File: src/hw/rtl/threefish256_block_encrypt_defines.svh
// Assertion macros shared by the encryption pipeline.
`ifndef THREEFISH256_BLOCK_ENCRYPT_DEFINES_SVH
`define THREEFISH256_BLOCK_ENCRYPT_DEFINES_SVH

// Checks that a condition implies a consequence in the same cycle.
`define TF256_ASSERT_SAME(label, cond, conseq) \
  label: assert property (@(posedge clk) disable iff (rst) (cond) |-> (conseq)) \
    else $error("tf256 check failed");

// Checks that a condition implies a consequence in the next cycle.
`define TF256_ASSERT_NEXT(label, cond, conseq) \
  label: assert property (@(posedge clk) disable iff (rst) (cond) |=> (conseq)) \
    else $error("tf256 check failed");

`endif

File: src/hw/rtl/tf256_pkg.sv
package tf256_pkg;

  localparam int WORD_W = 64;

  localparam logic [WORD_W-1:0] KEY_PARITY = 64'h1BD11BDAA9FC1A22;
  localparam logic [WORD_W-1:0] ROT_A = 64'h203a2e190517340e;
  localparam logic [WORD_W-1:0] ROT_B = 64'h20160c2125283910;

  typedef logic [WORD_W-1:0] word_t;

  typedef struct packed {
    word_t [3:0] w;
    word_t [4:0] k;
    word_t [2:0] t;
  } tf_state_t;

endpackage

File: src/hw/rtl/tf256_expand.sv
module tf256_expand (
  input  logic                 clk,
  input  logic                 rst,
  input  logic                 advance,
  input  logic                 valid_in,
  input  tf256_pkg::word_t     plain_word_0,
  input  tf256_pkg::word_t     plain_word_1,
  input  tf256_pkg::word_t     plain_word_2,
  input  tf256_pkg::word_t     plain_word_3,
  input  tf256_pkg::word_t     key_word_0,
  input  tf256_pkg::word_t     key_word_1,
  input  tf256_pkg::word_t     key_word_2,
  input  tf256_pkg::word_t     key_word_3,
  input  tf256_pkg::word_t     tweak_word_0,
  input  tf256_pkg::word_t     tweak_word_1,
  output logic                 valid_out,
  output tf256_pkg::tf_state_t state_out
);

  tf256_pkg::tf_state_t state_next;

  always_comb begin
    state_next.w[0] = plain_word_0;
    state_next.w[1] = plain_word_1;
    state_next.w[2] = plain_word_2;
    state_next.w[3] = plain_word_3;
    state_next.k[0] = key_word_0;
    state_next.k[1] = key_word_1;
    state_next.k[2] = key_word_2;
    state_next.k[3] = key_word_3;
    state_next.k[4] = tf256_pkg::KEY_PARITY ^ key_word_0 ^ key_word_1 ^ key_word_2
                      ^ key_word_3;
    state_next.t[0] = tweak_word_0;
    state_next.t[1] = tweak_word_1;
    state_next.t[2] = tweak_word_0 ^ tweak_word_1;
  end

  always_ff @(posedge clk) begin
    if (rst) begin
      valid_out <= 1'b0;
    end else if (advance) begin
      valid_out <= valid_in;
    end
  end

  always_ff @(posedge clk) begin
    if (advance) begin
      state_out <= state_next;
    end
  end

endmodule

File: config.mk
export PLATFORM = sky130hd
export DESIGN_NAME = tf256_expand
export DESIGN_NICKNAME = d
export VERILOG_FILES = /design/src/hw/rtl/threefish256_block_encrypt_defines.svh /design/src/hw/rtl/tf256_pkg.sv /design/src/hw/rtl/tf256_expand.sv
export SDC_FILE = /design/constraint.sdc
export NUM_CORES = 1
export LEC_CHECK = 0
export BUFFER_PORTS_ARGS = -buffer_cell sky130_fd_sc_hd__buf_4
export CORE_AREA = 2 2 553 555
export DETAILED_ROUTE_END_ITERATION = 6
export DIE_AREA = 0 0 555 557
export PLACE_DENSITY = 0.3
export SYNTH_ARGS = -nofsm -noshare
export SYNTH_HDL_FRONTEND = slang
export SYNTH_SLANG_ARGS = --single-unit
File: constraint.sdc
create_clock -name clk -period 0.85 [get_ports clk]
set_clock_uncertainty 0.15 [all_clocks]
set_input_delay 0.0425 -clock clk [delete_from_list [all_inputs] [get_ports clk]]
set_output_delay 0.0425 -clock clk [all_outputs]
set_load 0.1 [all_outputs]
After elaboration in Yosys (flattened, before gate mapping)
Cells that the tools add are included.
{"block": "word_totals", "ram_bits": 0, "out_inout_bits": 769, "memories": 0, "regBits": 769, "input_bits": 644, "mem_bits_ro": 0, "latchBits": 0, "wordCells": 18}
{"block": "op_classes", "n_lt_le_gt_ge": 0, "mul": 0, "addsub": 0, "n_shift": 0, "eq_ne": 0, "bitwise": 5, "n_mux": 0, "reduce_logical": 0, "div_mod_pow": 0}
{"operator": "64-bit XOR", "count": 4}
{"operator": "32-bit NOT", "count": 1}

Logic depth before layout (Yosys ltp)
{"block": "logic_depth", "word_depth": 4, "ltp_mapped": 2, "ltp_nobuf": 2}

Worst setup path after synthesis
No wires, ideal clock.
{"block": "synth_path", "path_type": "register to register", "startpoint": "register, netlist name valid_out", "endpoint": "register valid_out", "n_path_buf": 0, "period_less_slack_ns": 1.390, "t_required_ns": 0.633, "arrival_ns": 1.173, "setup_time_ns": 0.067, "path_slack_ns": -0.540, "stages_incl_launch_ff": 3, "path_cell_list": "dfxtp_1 -> mux2i_1 -> nor2_1"}
{"element": "to (signal assigned)", "line_no": "tf256_expand.sv:42", "rtl": "valid_out <= valid_in;"}
{"element": "to (decl)", "line_no": "tf256_expand.sv:16", "rtl": "output logic valid_out,"}

Final worst setup path
{"block": "layout_path", "startpoint": "register state_out[429] (netlist bit)", "endpoint": "output port state_out[429] (netlist bit)"}
{"element": "from (decl)", "line_no": "tf256_expand.sv:17", "rtl": "output tf256_pkg::tf_state_t state_out"}
{"element": "from (signal assigned)", "line_no": "tf256_expand.sv:48", "rtl": "state_out <= state_next;"}
No word-level cell between the ends.

==> impl_metrics.env <==
export IMPL_place_area_sq_mm=0.0460
export IMPL_drive_gt1_share_pct=43.3
export IMPL_core_area_sq_mm=0.304
export IMPL_die_area_sq_mm=0.309
export IMPL_drc=0
export IMPL_violations="hold timing, setup timing"
export IMPL_ys_warn_count=0
export IMPL_cts_tree="done"
export IMPL_post_route_min_period_ns=1.85
export IMPL_antenna_found_initial=67
export IMPL_ant_nets=0
export IMPL_critPathLaunchType="register"
export IMPL_fmax_ghz=0.539
export IMPL_min_period_over_period_pct=218
export IMPL_clk_pin_slew_ns=0.06
export IMPL_max_vdd_ir_drop_mv=1.64
export IMPL_totalWireLength_um=193000
export IMPL_die_w_um=555
export IMPL_crit_slowest_cell="edfxtp_1"
export IMPL_hp_class="primary input to register"
export IMPL_gp_congestion=0.811
export IMPL_grt_first_pass_wirelength_um=242000
export IMPL_crit_path_end_kind="output pin"
export IMPL_synth_area_sq_mm=0.0253
export IMPL_via_per_inst=2.70
export IMPL_cap_violations=0
export IMPL_synthToLayoutAreaGrowth_pct=149
export IMPL_grt_total_usage_pct=12.1
export IMPL_clock_sinks=769
export IMPL_p_per_area_mw_per_mm2=2250
export IMPL_maxSlewHeadroom_pct=68.0
export IMPL_postSynthCellCount=1027
export IMPL_final_area_sq_mm=0.0630
export IMPL_rsz0062_at_grt="true"
export IMPL_cts_max_path_buffers=4
export IMPL_drt_iter0_markers=878
export IMPL_numPlacedInstances=6582
export IMPL_grt_pass1_vias=23700
export IMPL_postCtsHoldBufs=1161
export IMPL_finalHoldViolations=95
export IMPL_fp_row_count=203
export IMPL_initial_core_util_pct=8.33
export IMPL_syn_avg_cell_area_sq_um=24.7
export IMPL_cp_arrival_ns=1.66
export IMPL_slowest_delay_ns=0.47
export IMPL_ys_types=6
export IMPL_die_y_um=557
export IMPL_outcome="finished with violations"
export IMPL_finalWorstSetupSlack_ns=-1.00
export IMPL_crit_top_cell="buf_12"
export IMPL_cp_max_fo=1
export IMPL_cts_root_buf="clkbuf_16"
export IMPL_maxSlewViolCount=0
export IMPL_via_count=21500
export IMPL_synth_nets=1671
export IMPL_insertion_delay_ns=0.80
export IMPL_wl_per_cell_um=24.3
export IMPL_timing_hold_ws_ns=-0.109
export IMPL_final_cell_count_no_fill=7954
export IMPL_first_pass_iters=5
export IMPL_ys_seq_area_share_pct=91.1
export IMPL_worst_pin_slew_ns=0.479
export IMPL_grt_overflow_total=0
export IMPL_grt_max_degree=48
export IMPL_path_cells="buf_12, buf_12"
export IMPL_h_tree_depth=3
export IMPL_p_leak_nw=24.4
export IMPL_ys_ff_latch=769
export IMPL_required_ns=0.66
export IMPL_fin_nets=4497
export IMPL_io_buffers=1412
export IMPL_io_pins=1413
export IMPL_dp_slack_ns=-0.391
export IMPL_criticalPathCategory="register to output pin"
export IMPL_dpl_hpwl_um=163000
export IMPL_numCtsBuffers=109
export IMPL_finalSetupViolCount=2021
## repair_timing
item	CTS	global route
setup buffers	0	0
hold endpoints to repair	1537	121
setup endpoints to repair	769	1782
pin swaps	0	0
gates resized for setup	485	18
## routing by layer
| layer | part of all wire (%) | track usage, % |
|---|---|---|
| met5 | 0.075 | 0 |
| met4 | 2.2 | 2.62 |
| met3 | 16 | 8.31 |
| met2 | 45 | 18.9 |
| met1 | 37 | 13.3 |
## worst paths after layout
check,startpoint,to,slack (ns),depth (start not counted)
worst min register to register,valid_out,valid_out,0.48,2
worst max register to register,valid_out,valid_out,-0.01,2
worst max-delay path,state_out[429],state_out[429],-1.00,2
worst min-delay path,key_word_0[10],state_out[202],-0.11,3
## critical path: cells and delay by family, from the launching register on
| kind | cells | cell delay, ns |
|---|---|---|
| DFF | 1 | 0.47 |
| buffers and inverters | 2 | 0.33 |
## logic make-up after synthesis
group	Yosys count	share of synthesized area [%]
xor+xnor	256	8.85
flops	769	91.1
mux	1	0.0395
simple gates	1	0.0148
## cell usage after synthesis
| master | count | share of area (%) |
|---|---|---|
| nor2_1 | 1 | 0.015 |
| dfxtp_1 | 1 | 0.079 |
| xor2_1 | 96 | 3.3 |
| xnor2_1 | 160 | 5.5 |
| mux2i_1 | 1 | 0.040 |
| edfxtp_1 | 768 | 91 |
## placed cells by master, fill, tap and decap left out, drive strengths merged
| cell | Yosys | routed |
|---|---|---|
| mux2i | 1 | 1 |
| inv | 0 | 4 |
| buf | 0 | 1554 |
| clkinv | 0 | 47 |
| nor2 | 1 | 1 |
| dlygate4sd3 | 0 | 1161 |
| xor2 | 96 | 96 |
| edfxtp | 768 | 768 |
| diode | 0 | 21 |
| dfxtp | 1 | 1 |
| clkinvlp | 0 | 3 |
| clkbuf | 0 | 129 |
| xnor2 | 160 | 160 |
| bufinv | 0 | 11 |
## area by class of cell
class / count / area (sq um)
Timing Repair Buffer: 2715 / 29100
Multi-Input combinational cell: 258 / 2260
Clock buffer: 129 / 2800
Tap cell: 3997 / 5000
Antenna cell: 21 / 52.6
Sequential cell: 769 / 23100
Fill cell: 32600 / 241000
Clock inverter: 65 / 686
## through the flow
step | utilization [%] | setup TNS (ns) | power [W]
global placement | 15.1 | -267.76 | 0.0911
global route | 20.7 | -912.22 | 0.147
CTS | 20.7 | -872.10 | 0.145
finish | 20.7 | -847.99 | 0.142
floorplan | - | -189.55 | 0.0724
detailed placement | 15.1 | -266.26 | 0.0909
## flip-flops by register name, summed over array words and instances (netlist names)
name	cells
state_out	768
valid_out	1
## report_power, final
part / internal (W) / switching (W)
registers: 0.0458 / 0.00258
logic: 0.0153 / 0.0320
clock network: 0.0268 / 0.0190
No activity file was read; power rests on OpenSTA's default activity.
