File: config.mk
export PLATFORM = sky130hd
export DESIGN_NAME = tf256_subkey
export DESIGN_NICKNAME = d
export VERILOG_FILES = /design/src/hw/rtl/threefish256_block_encrypt_defines.svh /design/src/hw/rtl/tf256_pkg.sv /design/src/hw/rtl/tf256_subkey.sv
export SDC_FILE = /design/constraint.sdc
export NUM_CORES = 1
export LEC_CHECK = 0
export BUFFER_PORTS_ARGS = -buffer_cell sky130_fd_sc_hd__buf_2
export CAP_MARGIN = 40
export CORE_AREA = 4 4 595 597
export DETAILED_ROUTE_END_ITERATION = 10
export DIE_AREA = 0 0 599 601
export PLACE_DENSITY = 0.3
export SLEW_MARGIN = 10
export SYNTH_ARGS = -nofsm -noshare
export SYNTH_HDL_FRONTEND = slang
export SYNTH_SLANG_ARGS = --single-unit
File: constraint.sdc
create_clock -name clk -period 7.21 [get_ports clk]
set_input_delay 0.3605 -clock clk [delete_from_list [all_inputs] [get_ports clk]]
set_output_delay 0.3605 -clock clk [all_outputs]
set_load 0.005 [all_outputs]
File: src/hw/rtl/threefish256_block_encrypt_defines.svh
// Assertion macros shared by the encryption pipeline.
`ifndef THREEFISH256_BLOCK_ENCRYPT_DEFINES_SVH
`define THREEFISH256_BLOCK_ENCRYPT_DEFINES_SVH

// Checks that a condition implies a consequence in the same cycle.
`define TF256_ASSERT_SAME(label, cond, conseq) \
  label: assert property (@(posedge clk) disable iff (rst) (cond) |-> (conseq)) \
    else $error("tf256 check failed");

// Checks that a condition implies a consequence in the next cycle.
`define TF256_ASSERT_NEXT(label, cond, conseq) \
  label: assert property (@(posedge clk) disable iff (rst) (cond) |=> (conseq)) \
    else $error("tf256 check failed");

`endif

File: src/hw/rtl/tf256_pkg.sv
package tf256_pkg;

  localparam int WORD_W = 64;

  localparam logic [WORD_W-1:0] KEY_PARITY = 64'h1BD11BDAA9FC1A22;
  localparam logic [WORD_W-1:0] ROT_A = 64'h203a2e190517340e;
  localparam logic [WORD_W-1:0] ROT_B = 64'h20160c2125283910;

  typedef logic [WORD_W-1:0] word_t;

  typedef struct packed {
    word_t [3:0] w;
    word_t [4:0] k;
    word_t [2:0] t;
  } tf_state_t;

endpackage

File: src/hw/rtl/tf256_subkey.sv
module tf256_subkey #(
  parameter int SUBKEY_INDEX = 0
) (
  input  logic                 clk,
  input  logic                 rst,
  input  logic                 advance,
  input  logic                 valid_in,
  input  tf256_pkg::tf_state_t state_in,
  output logic                 valid_out,
  output tf256_pkg::tf_state_t state_out
);

  localparam int K0 = SUBKEY_INDEX % 5;
  localparam int K1 = (SUBKEY_INDEX + 1) % 5;
  localparam int K2 = (SUBKEY_INDEX + 2) % 5;
  localparam int K3 = (SUBKEY_INDEX + 3) % 5;
  localparam int T0 = SUBKEY_INDEX % 3;
  localparam int T1 = (SUBKEY_INDEX + 1) % 3;
  localparam tf256_pkg::word_t S_WORD = tf256_pkg::WORD_W'(SUBKEY_INDEX);

  tf256_pkg::tf_state_t state_next;

  always_comb begin
    state_next      = state_in;
    state_next.w[0] = state_in.w[0] + state_in.k[K0];
    state_next.w[1] = state_in.w[1] + state_in.k[K1] + state_in.t[T0];
    state_next.w[2] = state_in.w[2] + state_in.k[K2] + state_in.t[T1];
    state_next.w[3] = state_in.w[3] + state_in.k[K3] + S_WORD;
  end

  always_ff @(posedge clk) begin
    if (rst) begin
      valid_out <= 1'b0;
    end else if (advance) begin
      valid_out <= valid_in;
    end
  end

  always_ff @(posedge clk) begin
    if (advance) begin
      state_out <= state_next;
    end
  end

endmodule

* Word-level counts from Yosys, hierarchy flattened
Index checks and enable logic that the tools add are counted.
** Word-level totals
- Bits in registers :: 769
- Bits in latches :: 0
- RAM bits :: 0
- ROM bits :: 0
- Input port bits :: 772
- Output and inout port bits :: 769
- Logic and storage cells :: 19
- Memories :: 0
** Cells by class
- $add $sub $neg :: 6
- $mul :: 0
- Div/mod/pow operators :: 0
- Magnitude comparators :: 0
- Eq/ne operators :: 0
- Shift-type cells :: 0
- Mux-type cells :: 0
- Bitwise operators :: 0
- Reduce and logical (&&, ||, !) cells :: 0
** Operators by type and width (number)
- adder 64 bit :: 6

* Logic depth before layout (Yosys ltp)
- Depth in word-level cells :: 2
- Gate-level depth with buffers :: 15
- Mapped depth without buffers :: 15

* Worst setup path after synthesis
No wires, ideal clock.
- Kind :: input to register
- From :: input port state_in[65] (netlist name)
- To :: register state_out[689] (netlist name) (data pin)
- Setup time :: 266 ps
- Data arrival time :: 3494 ps
- Required time :: 6944 ps
- Setup slack :: 3450 ps
- Stages :: 13
- Buffers on the path :: 0
- Cells stage by stage :: fa_1 -> ha_1 -> fa_1 -> a21o_1 -> a21oi_2 -> o21ai_0 -> a2111oi_2 -> nor2_1 -> a21oi_1 -> o21bai_1 -> a41oi_1 -> o21ai_0 -> xor2_1
** RTL lines
- from (decl) :: line tf256_subkey.sv:8 : input tf256_pkg::tf_state_t state_in,
- to (signal assigned) :: line tf256_subkey.sv:41 : state_out <= state_next;
- to (decl) :: line tf256_subkey.sv:10 : output tf256_pkg::tf_state_t state_out

==> results by stage <==
Outcome:
- The run finished with clean final reports.

Drt:
- The total DRC errors in the routed layout is 0.
- The remaining number of nets flagged by the antenna check after routing is 0.
- The total length of routed wires is 269600 um.
- Across all layers, the routed design uses 35988 vias.
- In the final routed layout, each cell accounts on average for 27.23 um.
- The number of iterations in the first detailed-routing pass is 5.
- The DRC violation total after the first TritonRoute iteration is between 2000 and 2500.
- The number of vias per cell is 3.634.

Die:
- The area enclosed by the die boundary is 360000 um2.
- The die extent in x is 599 um.
- The chip height is 601 um.
- In this run the core area contains 217 standard-cell rows.
- The initial core utilization is 11.57%.
- The core area is 348600 um2.
- The number of primary I/O pins is around 1500.

Logic synthesis:
- The share of async-settable or async-resettable flops after synthesis is 0%.
- The sequential area share after synthesis is 57.22%.
- The average instance area after synthesis is between 10 and 15 um2.
- The flop and latch count out of synthesis is 769.
- When the netlist entered floorplanning its net count stood at 4201.
- The synthesized instance count is 3049.
- Counting flops with a built-in enable in the synthesized netlist gives 768.
- Synthesis instantiated 92 different standard cells from the library.
- The post-synthesis instance area is 40340 um2.
- The number of synthesis warnings is 0.
- The primary flip-flop cell chosen by synthesis mapping is edfxtp_1.

STA:
- Setup repair after global routing left no endpoint under its margin.
- Between clock sinks in the finished design, the worst skew comes to 0 ns.
- Setup violations remaining at the end of the flow were counted as 0.
- The number of pins with negative max-slew slack in the final report came to 0.
- Adding up every negative setup slack in the final design gives 0 ns.
- The final hold violation count is 0.
- The worst path uses between 60% and 70% of the clock period.
- The post-route minimum period is 4.899 ns.
- The worst pin sits at a relative slew slack of 37.05%.
- The transition at the pin with the smallest max-transition slack is roughly 0.94 ns.
- The upper clock frequency limit is approximately 0.20 GHz.

Pwr:
- The total power per unit cell area is 264.7 nW/um2.
- The maximum VDD drop is 191.8 uV.
- The design draws 0.01665 W.
- In this run the static leakage power is 25.25 nW.

Critical path:
- The depth of the worst register-to-register path is 3.
- The destination of the worst register-to-register timing path is valid_out.
- The critical path capture point type is a flop.
- The critical path required time is 7.76 ns.
- Tracing the worst setup path back leads to its startpoint at state_in[1].
- The worst setup path endpoint is state_out[639].
- The critical path launch point type is a primary input.
- In this run the critical register-to-register path is launched from valid_out.
- The data arrival time of the critical path is 5.45 ns.
- The kind of critical path is primary input to flop.
- The critical-path maximum fanout is 4.
- The worst register-to-register path has a setup slack of just over 6 ns.

Final layout:
- Leaving out fill and tap cells, the most frequent cell in the layout is buf_2.
- The core utilization of the finished layout is between 10% and 20%.
- The layout-stage area growth over the synthesis result is 55.87%.
- The top cell types in the final layout, fill and taps aside, are buf_2 (1540), edfxtp_1 (768), dlygate4sd3_1 (535).
- The final net count is 6346.
- The filler-free cell count of the finished design is 9902.
- The fraction of final layout cells sized beyond drive strength 1 is 33.70%.

Run:
- The count of max-cap constraint violations is 0.

Clocking:
- The H-tree depth is 3.
- The post-CTS setup buffer count is 0.
- The number of gates resized after CTS was 0.
- The count of hold-fix buffers inserted at cts is 535.
- TritonCTS created between 100 and 150 clock buffers.
- The number of buffers on the longest clock path is 4.
- After clock tree synthesis, the clock-pin slew on the worst setup and hold paths is 0.05 ns.
- The clock net sink count is 769.
- TritonCTS built the clock tree.
- For the worst-skew pair, the clock arrives at the later sink with an insertion delay of 0.81 ns.
- The clock tree root buffer cell is clkbuf_16.

Global routing:
- Global routing used between 10 and 15% of the available tracks across all layers.
- The total congestion overflow after global routing is 0.
- The via count of the first global-routing pass is roughly 37000.
- The largest net degree at the start of global routing is between 100 and 150.
- The number of antenna violations at the first check in global routing was 137.
- The first-pass GRT wire length is between 300000 and 400000 um.

Placement:
- Summed over all nets, the half-perimeter wirelength after detailed placement is 230800 um.
- The final RePlAce weighted congestion is 0.8649.
- Including well taps, the total number of placed cells is between 9000 and 10000.
- The number of input and output port buffers inserted is around 1500.

Hold path:
- In this run the worst hold path is classified as primary input to flop.
## layout make-up
class / instances / area, um2
clock buffer: 139 / 2968
sequential: 769 / 23080
multi-input combinational: 2142 / 16720
tap: 4599 / 5754
clock inverter: 63 / 725.7
timing repair buffer: 2102 / 13330
antenna: 24 / 60.06
fill: 38705 / 285700
inverter: 64 / 240.2
## sequential cells by signal, indices dropped and copies added (netlist names)
| signal | count |
|---|---|
| valid_out | 1 |
| state_out | 768 |
## worst min-delay path by stage
stage / depth (start not counted) / from / to / slack [ns]
2_1_floorplan: 1 / rst / valid_out / 0.43
3_3_place_gp: 2 / valid_out / valid_out / 0.47
3_5_place_dp: 2 / valid_out / valid_out / 0.49
4_1_cts: 3 / state_in[527] / state_out[527] / 0.003
5_1_grt: 2 / state_in[512] / state_out[512] / 0.07
6_report: 3 / state_in[744] / state_out[744] / 0.10
## per-stage QoR
stage / setup WS, ns / hold slack (ns) / area [um2]
after floorplan: 3.450 / 0.4329 / 40340
after global placement: 1.679 / 0.4731 / 53700
after detailed placement: 1.965 / 0.4945 / 53770
after CTS: 2.351 / 0.002929 / 62820
after global routing: 2.170 / 0.06521 / 62850
final: 2.311 / 0.1017 / 62880
## kinds of logic (layout without fill, tap and decap cells)
logic type      after synthesis  count (layout)  share of synthesized area, %
compound gates              873             873                         14.11
fa+ha+maj                   380             380                         14.21
other cells                   0              24                             0
flops                       769             769                         57.22
xor+xnor                    245             245                         5.319
mux                           2               2                       0.05273
simple gates                642             642                         7.754
buf+inv                     138            2368                         1.337
## metal layers
metal  GRT usage, %  routed length (um)  up-vias
met2          24.02              128200     1422
met4          3.684                7723       10
met5              0                  60        -
li1               -                   -    16021
met1          18.13              113500    18196
met3          3.721               20220      339
## cell usage after synthesis (all sizes together) (26+ instances only)
master  instances  share of area (%)
xnor2         151                3.3
nor3           48               0.61
fa            130                6.5
o21a           44               0.82
o21ai         160                2.0
nor2b          26               0.40
xor2           94                2.0
a31oi          42               0.74
clkbuf         60               0.57
nand2         186                1.7
nor2          134                1.3
o21bai         51               0.95
nand3          72               0.89
nand4          55               0.87
a21o          137                2.5
a21oi         289                3.6
inv            64               0.60
ha            250                7.8
and3           27               0.42
edfxtp        768                 57
## critical path, stage by stage
cell	delay (ns)
dlygate4sd3_1	0.54
buf_2	0.16
fa_1	0.49
ha_1	0.24
fa_1	0.51
a211oi_2	0.32
o21ai_1	0.17
a21oi_1	0.50
a311oi_2	0.30
o31ai_1	0.75
a21oi_1	0.23
nor2_2	0.29
o21ai_2	0.14
a311oi_1	0.33
xnor2_1	0.10
## power by group
part / total [W] / leakage (nW) / switching [W] / internal (W)
clock network: 0.00577 / 1.77 / 0.00236 / 0.00341
registers: 0.00603 / 7.52 / 0.000323 / 0.00570
logic: 0.00485 / 16.0 / 0.00307 / 0.00178
total: 0.0166 / 25.3 / 0.00575 / 0.0109
Note: power is estimated with default switching activity, not from simulation.
