==> src/hw/rtl/threefish256_block_encrypt_defines.svh <==
// Assertion macros shared by the encryption pipeline.
`ifndef THREEFISH256_BLOCK_ENCRYPT_DEFINES_SVH
`define THREEFISH256_BLOCK_ENCRYPT_DEFINES_SVH

// Checks that a condition implies a consequence in the same cycle.
`define TF256_ASSERT_SAME(label, cond, conseq) \
  label: assert property (@(posedge clk) disable iff (rst) (cond) |-> (conseq)) \
    else $error("tf256 check failed");

// Checks that a condition implies a consequence in the next cycle.
`define TF256_ASSERT_NEXT(label, cond, conseq) \
  label: assert property (@(posedge clk) disable iff (rst) (cond) |=> (conseq)) \
    else $error("tf256 check failed");

`endif

==> src/hw/rtl/tf256_pkg.sv <==
package tf256_pkg;

  localparam int WORD_W = 64;

  localparam logic [WORD_W-1:0] KEY_PARITY = 64'h1BD11BDAA9FC1A22;
  localparam logic [WORD_W-1:0] ROT_A = 64'h203a2e190517340e;
  localparam logic [WORD_W-1:0] ROT_B = 64'h20160c2125283910;

  typedef logic [WORD_W-1:0] word_t;

  typedef struct packed {
    word_t [3:0] w;
    word_t [4:0] k;
    word_t [2:0] t;
  } tf_state_t;

endpackage

==> src/hw/rtl/tf256_round.sv <==
module tf256_round #(
  parameter int ROUND_INDEX = 0
) (
  input  logic                 clk,
  input  logic                 rst,
  input  logic                 advance,
  input  logic                 valid_in,
  input  tf256_pkg::tf_state_t state_in,
  output logic                 valid_out,
  output tf256_pkg::tf_state_t state_out
);

  localparam int RA = int'(tf256_pkg::ROT_A[8*(ROUND_INDEX%8) +: 8]);
  localparam int RB = int'(tf256_pkg::ROT_B[8*(ROUND_INDEX%8) +: 8]);
  localparam int WW = tf256_pkg::WORD_W;

  tf256_pkg::tf_state_t state_next;
  tf256_pkg::word_t     sum_a;
  tf256_pkg::word_t     sum_b;
  tf256_pkg::word_t     mix_a;
  tf256_pkg::word_t     mix_b;

  always_comb begin
    sum_a = state_in.w[0] + state_in.w[1];
    sum_b = state_in.w[2] + state_in.w[3];
    mix_a = ((state_in.w[1] << RA) | (state_in.w[1] >> (WW - RA))) ^ sum_a;
    mix_b = ((state_in.w[3] << RB) | (state_in.w[3] >> (WW - RB))) ^ sum_b;
    state_next      = state_in;
    state_next.w[0] = sum_a;
    state_next.w[1] = mix_b;
    state_next.w[2] = sum_b;
    state_next.w[3] = mix_a;
  end

  always_ff @(posedge clk) begin
    if (rst) begin
      valid_out <= 1'b0;
    end else if (advance) begin
      valid_out <= valid_in;
    end
  end

  always_ff @(posedge clk) begin
    if (advance) begin
      state_out <= state_next;
    end
  end

endmodule

==> config.mk <==
export PLATFORM = sky130hd
export DESIGN_NAME = tf256_round
export DESIGN_NICKNAME = d
export VERILOG_FILES = /design/src/hw/rtl/threefish256_block_encrypt_defines.svh /design/src/hw/rtl/tf256_pkg.sv /design/src/hw/rtl/tf256_round.sv
export SDC_FILE = /design/constraint.sdc
export NUM_CORES = 1
export LEC_CHECK = 0
export BUFFER_PORTS_ARGS = -buffer_cell sky130_fd_sc_hd__clkbuf_2
export CAP_MARGIN = 20
export CORE_AREA = 8 8 599 601
export DETAILED_ROUTE_END_ITERATION = 12
export DIE_AREA = 0 0 607 609
export GPL_ROUTABILITY_DRIVEN = 1
export PLACE_DENSITY_LB_ADDON = 0.08
export SLEW_MARGIN = 20
export SYNTH_ARGS = -nofsm -noshare
export SYNTH_HDL_FRONTEND = slang
export SYNTH_SLANG_ARGS = --single-unit
==> constraint.sdc <==
create_clock -name clk -period 5.2 [get_ports clk]
set_input_delay 1.04 -clock clk [delete_from_list [all_inputs] [get_ports clk]]
set_output_delay 1.04 -clock clk [all_outputs]
set_load 0.01 [all_outputs]
* Word level (Yosys, flattened, before mapping) *
Cells that the tools add are included.

storage, ports and cells
  flip-flop bits (word level) = 769
  bits of input ports = 772
  logic and storage cells = 19

cells by class
  $add $sub $neg = 2
  bitwise gates (word level) = 4

operators by type and width
  operator          number
  $add A64 B64 Y64  2
  $xor A64 B64 Y64  2
  $or A64 B14 Y64   1
  $or A64 B16 Y64   1

* Depth between registers and ports, before layout *
  word-level depth = 2
  mapped depth = 13
  gate-level depth less buffers = 13

* Least setup slack after synthesis *
OpenSTA, ideal clock, no wires.

  kind = input to register
  from = input port state_in[658] (netlist bit)
  to = register state_out[637] (netlist bit), data pin
  library setup time = 268 ps
  arrival time = 3473 ps
  path slack = 1460 ps
  cell stages on the path = 11
  cell sequence = ha_1 > a21o_1 > a31oi_1 > o22ai_1 > a2111oi_1 > a21oi_2 > a31oi_4 > o21ai_4 > a21o_4 > a41oi_2 > xnor3_1

on the way
  cells in the longest elaborated chain, start to end = 2

RTL lines
  what                    line               source
  start: declaration      tf256_round.sv:8   input tf256_pkg::tf_state_t state_in,
  $add A64 B64 Y64        tf256_round.sv:25  sum_b = state_in.w[2] + state_in.w[3];
  $xor A64 B64 Y64        tf256_round.sv:27  mix_b = ((state_in.w[3] << RB) | (state_in.w[3] >> (WW - RB))) ^ sum_b;
  net mix_b[61]           tf256_round.sv:21  tf256_pkg::word_t mix_b;
  end signal: assignment  tf256_round.sv:45  state_out <= state_next;
  end: declaration        tf256_round.sv:10  output tf256_pkg::tf_state_t state_out

The timed path passes the listed nets, and every way through them passes these cells.
A chain may end at the register's enable or synchronous reset.

* Worst setup path after layout *
  from = input port state_in[576] (netlist bit)
  to = register state_out[764] (netlist bit), data pin

on the way
  cells in the longest elaborated chain, start to end = 2

RTL lines
  what              line               source
  $add A64 B64 Y64  tf256_round.sv:24  sum_a = state_in.w[0] + state_in.w[1];
  net sum_a[60]     tf256_round.sv:18  tf256_pkg::word_t sum_a;
  $xor A64 B64 Y64  tf256_round.sv:26  mix_a = ((state_in.w[1] << RA) | (state_in.w[1] >> (WW - RA))) ^ sum_a;
  net mix_a[60]     tf256_round.sv:20  tf256_pkg::word_t mix_a;

The timed path passes the listed nets, and every way through them passes these cells.

==> impl_metrics.ini <==
[cells_and_area]
drive_above_1_share = 0.472
multi_input_area_sq_um = 8400
fillCellCount = 39466
area_growth_pct = 54.5
final_util = 0.141
finalInstanceArea_sq_um = 49200
final_cells = 8408
nets = 4588
regArea_sq_um = 23100

[timing]
final_hold_viol_count = 0
fin_crit_ps = 4550
finalWorstSetupSlack_ps = 649
relSlewSlack = 0.298
skew_ps = 0
finalSetupTns_ps = 0
fin_crit_sh = 0.875
setup_viol = 0
tightestPinTransition_ps = 1050
report.final.slew_viol_count = 0
timing.fmax_mhz = 220
rsz0062_at_grt = false
timing.hold.ws_ps = 343

[power_and_ir_drop]
power.internal_mw = 13.2
switching_share = 0.318
clockPowerShare = 0.381
report.power.total_mw = 19.3
power_density_nw_per_um2 = 393
switchingPower_mw = 6.15
sequentialPowerShare = 0.416
p_leak_nw = 19.8
irDropWorstVdd_mv = 0.276
pwr-share-comb = 0.203

[detailed_routing]
drtPass1Iterations = 5
ant_nets = 0
vias = 25153
wl_per_cell_um = 28.4
avgViaCountPerCell = 2.99
wl_mm = 239
drc = 0
drtIter0Drc = 1565

[worst_hold_path]
worstHoldStart = state_in[12]
min_path_type = in2reg

[global_routing]
overflow = 0
grt_pass1_vias = 26608
grt_antenna_before_repair = 126
grtUsageTotal = 0.123
grt_pass1_wl_mm = 297
grt_max_degree = 88

[synthesis]
synth_area_sq_um = 31800
synth_edf_count = 768
synth.area.top_cells = edfxtp_1 72%, ha_1 5.0%, xor2_1 4.3%
synth-simple-area-share = 0.0477
yosysWarnings = 0
synth-compound-area-share = 0.0932
synth-main-ff-cell = edfxtp_1
synthArstFlopShare = 0
synth_largest_area_cell = edfxtp_1
synth_nets = 2915
ys_seq_elements = 769
synth_xor_area_frac = 0.0722
synthAdderAreaFrac = 0.0508
synth_top_family_by_area = compound AO/OA/AOI/OAI gates
ys_seq_area_frac = 0.726
syn_inst = 2015
synth_top_area_share = 0.725
yosysUniqueCellTypes = 76
post_synth.cell_area_avg_sq_um = 15.8
synthMuxAreaShare = 0.000315

[floorplanning]
core_region_area_sq_um = 349000
die-width_um = 607
start_util = 0.0913
die-area_sq_um = 370000
ios = 1541
fp.dieH_um = 609
row_count = 217

[critical_path]
max_stage_delay_ps = 560
end_kind = flop
cp.required_ps = 5720
cp-startpoint = state_in[576]
crit_chain = clkbuf_2 > ha_1 > inv_1 > fa_1 > nor2b_1 > o211ai_1 > a31o_2 > a211oi_1 > o22ai_2 > o221ai_1 > a21oi_2 > o21ai_0 > xor2_1 > xor2_1
critPathBufInv = 2
path_delay_family = compound AO/OA/AOI/OAI gates
cp.arrival_ps = 5070
cpMostUsedCell = xor2_1
path_class = in2reg
start_kind = input port
slowest_stage = a211oi_1
rr_startpoint = valid_out$_SDFFE_PP0P_
crit_fanout = 4

[placed_design]
dp.final_hpwl_mm = 208
placed_area_sq_um = 45600
place_congestion = 0.788
dp.cells = 8172
pre_cts_ws_ps = -177
io_buffers = 1540

[cts]
cts_hold_buf = 0
numCtsBuffers = 113
cts_resized = 0
cts_tree = yes
htree_levels = 3
path_clk_slew_ps = 60
clockBufferDepth = 4
cts_root_buf = clkbuf_16
post_cts_buffers = 0
clock_sinks = 769
clock_latency_ps = 790

[outcome]
status = completed

[flow_run]
cap_violations = 0
## worst reg2reg max path, stage by stage (launching register included)
cell and delay [ps]:
dfxtp_1 310, mux2i_1 120, nor2_1 50
## state kept, by name, summed over array words and instances, names as in the netlist
name	count
valid_out	1
state_out	768
## layout make-up
class / instances / share of cell area
clock buffers: 138 / 0.0599
clock inverters: 60 / 0.00982
multi-input cells: 1163 / 0.171
inverters: 36 / 0.00275
well taps: 4599 / 0.117
diodes: 38 / 0.00193
flip-flops and latches: 769 / 0.469
repair buffers: 1605 / 0.168
## routing by layer
metal / track usage / vias to the layer above / wire length, um
li1: - / 11178 / -
met1: 0.137 / 12478 / 91200
met2: 0.218 / 1095 / 120000
met3: 0.0423 / 352 / 19700
met4: 0.0379 / 50 / 7460
met5: 0 / - / 338
## path summary, 6_finish.rpt
check,slack (ps),endpoint,cells after the start
worst max-delay path,650,state_out[764]$_DFFE_PP_,14
worst min-delay path,340,state_out[12]$_DFFE_PP_,1
worst max register to register,4630,valid_out$_SDFFE_PP0P_,2
worst min register to register,500,valid_out$_SDFFE_PP0P_,2
## synth_stat cells (5+ instances only)
master and n:
edfxtp_1 768, xor2_1 158, a21oi_1 149, ha_1 126
nand2_1 105, xnor2_1 91, nor2_1 86, o21ai_0 79
a21o_1 65, nand4_1 37, inv_1 36, clkbuf_1 35
o21bai_1 31, nor3_1 22, a31oi_1 19, nand3_1 18
o21a_1 18, a211oi_1 15, and3_1 11, buf_2 11
nor2b_1 10, nand2b_1 9, a221oi_1 7, o21ai_1 7
nor4_1 6, o211ai_1 6, o31ai_1 6, and4_1 5
## power by group through the flow
stage	Combinational (mW)	Clock [mW]	Sequential, mW
6_report	3.92	7.37	8.05
5_1_grt	4.22	7.94	8.12
4_1_cts	4.09	7.82	8.07
3_5_place_dp	4.07	0	8.18
3_3_place_gp	4.13	0	8.20
2_1_floorplan	1.04	0	8.40
## layout by cell type, fill, tap and decap left out, types with 6 or more instances in the layout
cell,Yosys,routed
a21oi_1,149,149
a31oi_1,19,19
nand3_1,18,18
diode_2,0,38
o21a_1,18,18
nand2_1,105,105
clkinv_2,0,10
nor3_1,22,22
nand2b_1,9,9
and3_1,11,11
o21ai_0,79,79
xor2_1,158,158
a211oi_1,15,15
nor4_1,6,6
o21ai_1,7,7
nor2b_1,10,10
a221oi_1,7,7
clkbuf_16,0,114
o31ai_1,6,6
nand4_1,37,37
xnor2_1,91,91
a21o_1,65,65
inv_1,36,36
clkinv_1,0,29
clkinv_4,0,6
o21bai_1,31,31
clkbuf_2,1,1539
o211ai_1,6,6
clkbuf_1,35,24
buf_4,0,60
edfxtp_1,768,768
nor2_1,86,86
ha_1,126,126
## kinds of logic (layout without fill, tap and decap cells)
logic type,after synthesis,count (layout)
multiplexers,1,1
AO/OA/AOI/OAI,456,456
buffers and inverters,83,1839
other,0,38
XOR/XNOR,255,255
flip-flops,769,769
AND/OR/NAND/NOR,323,323
adder cells (fa/ha/maj),128,128
Note: power is estimated with default switching activity, not from simulation.
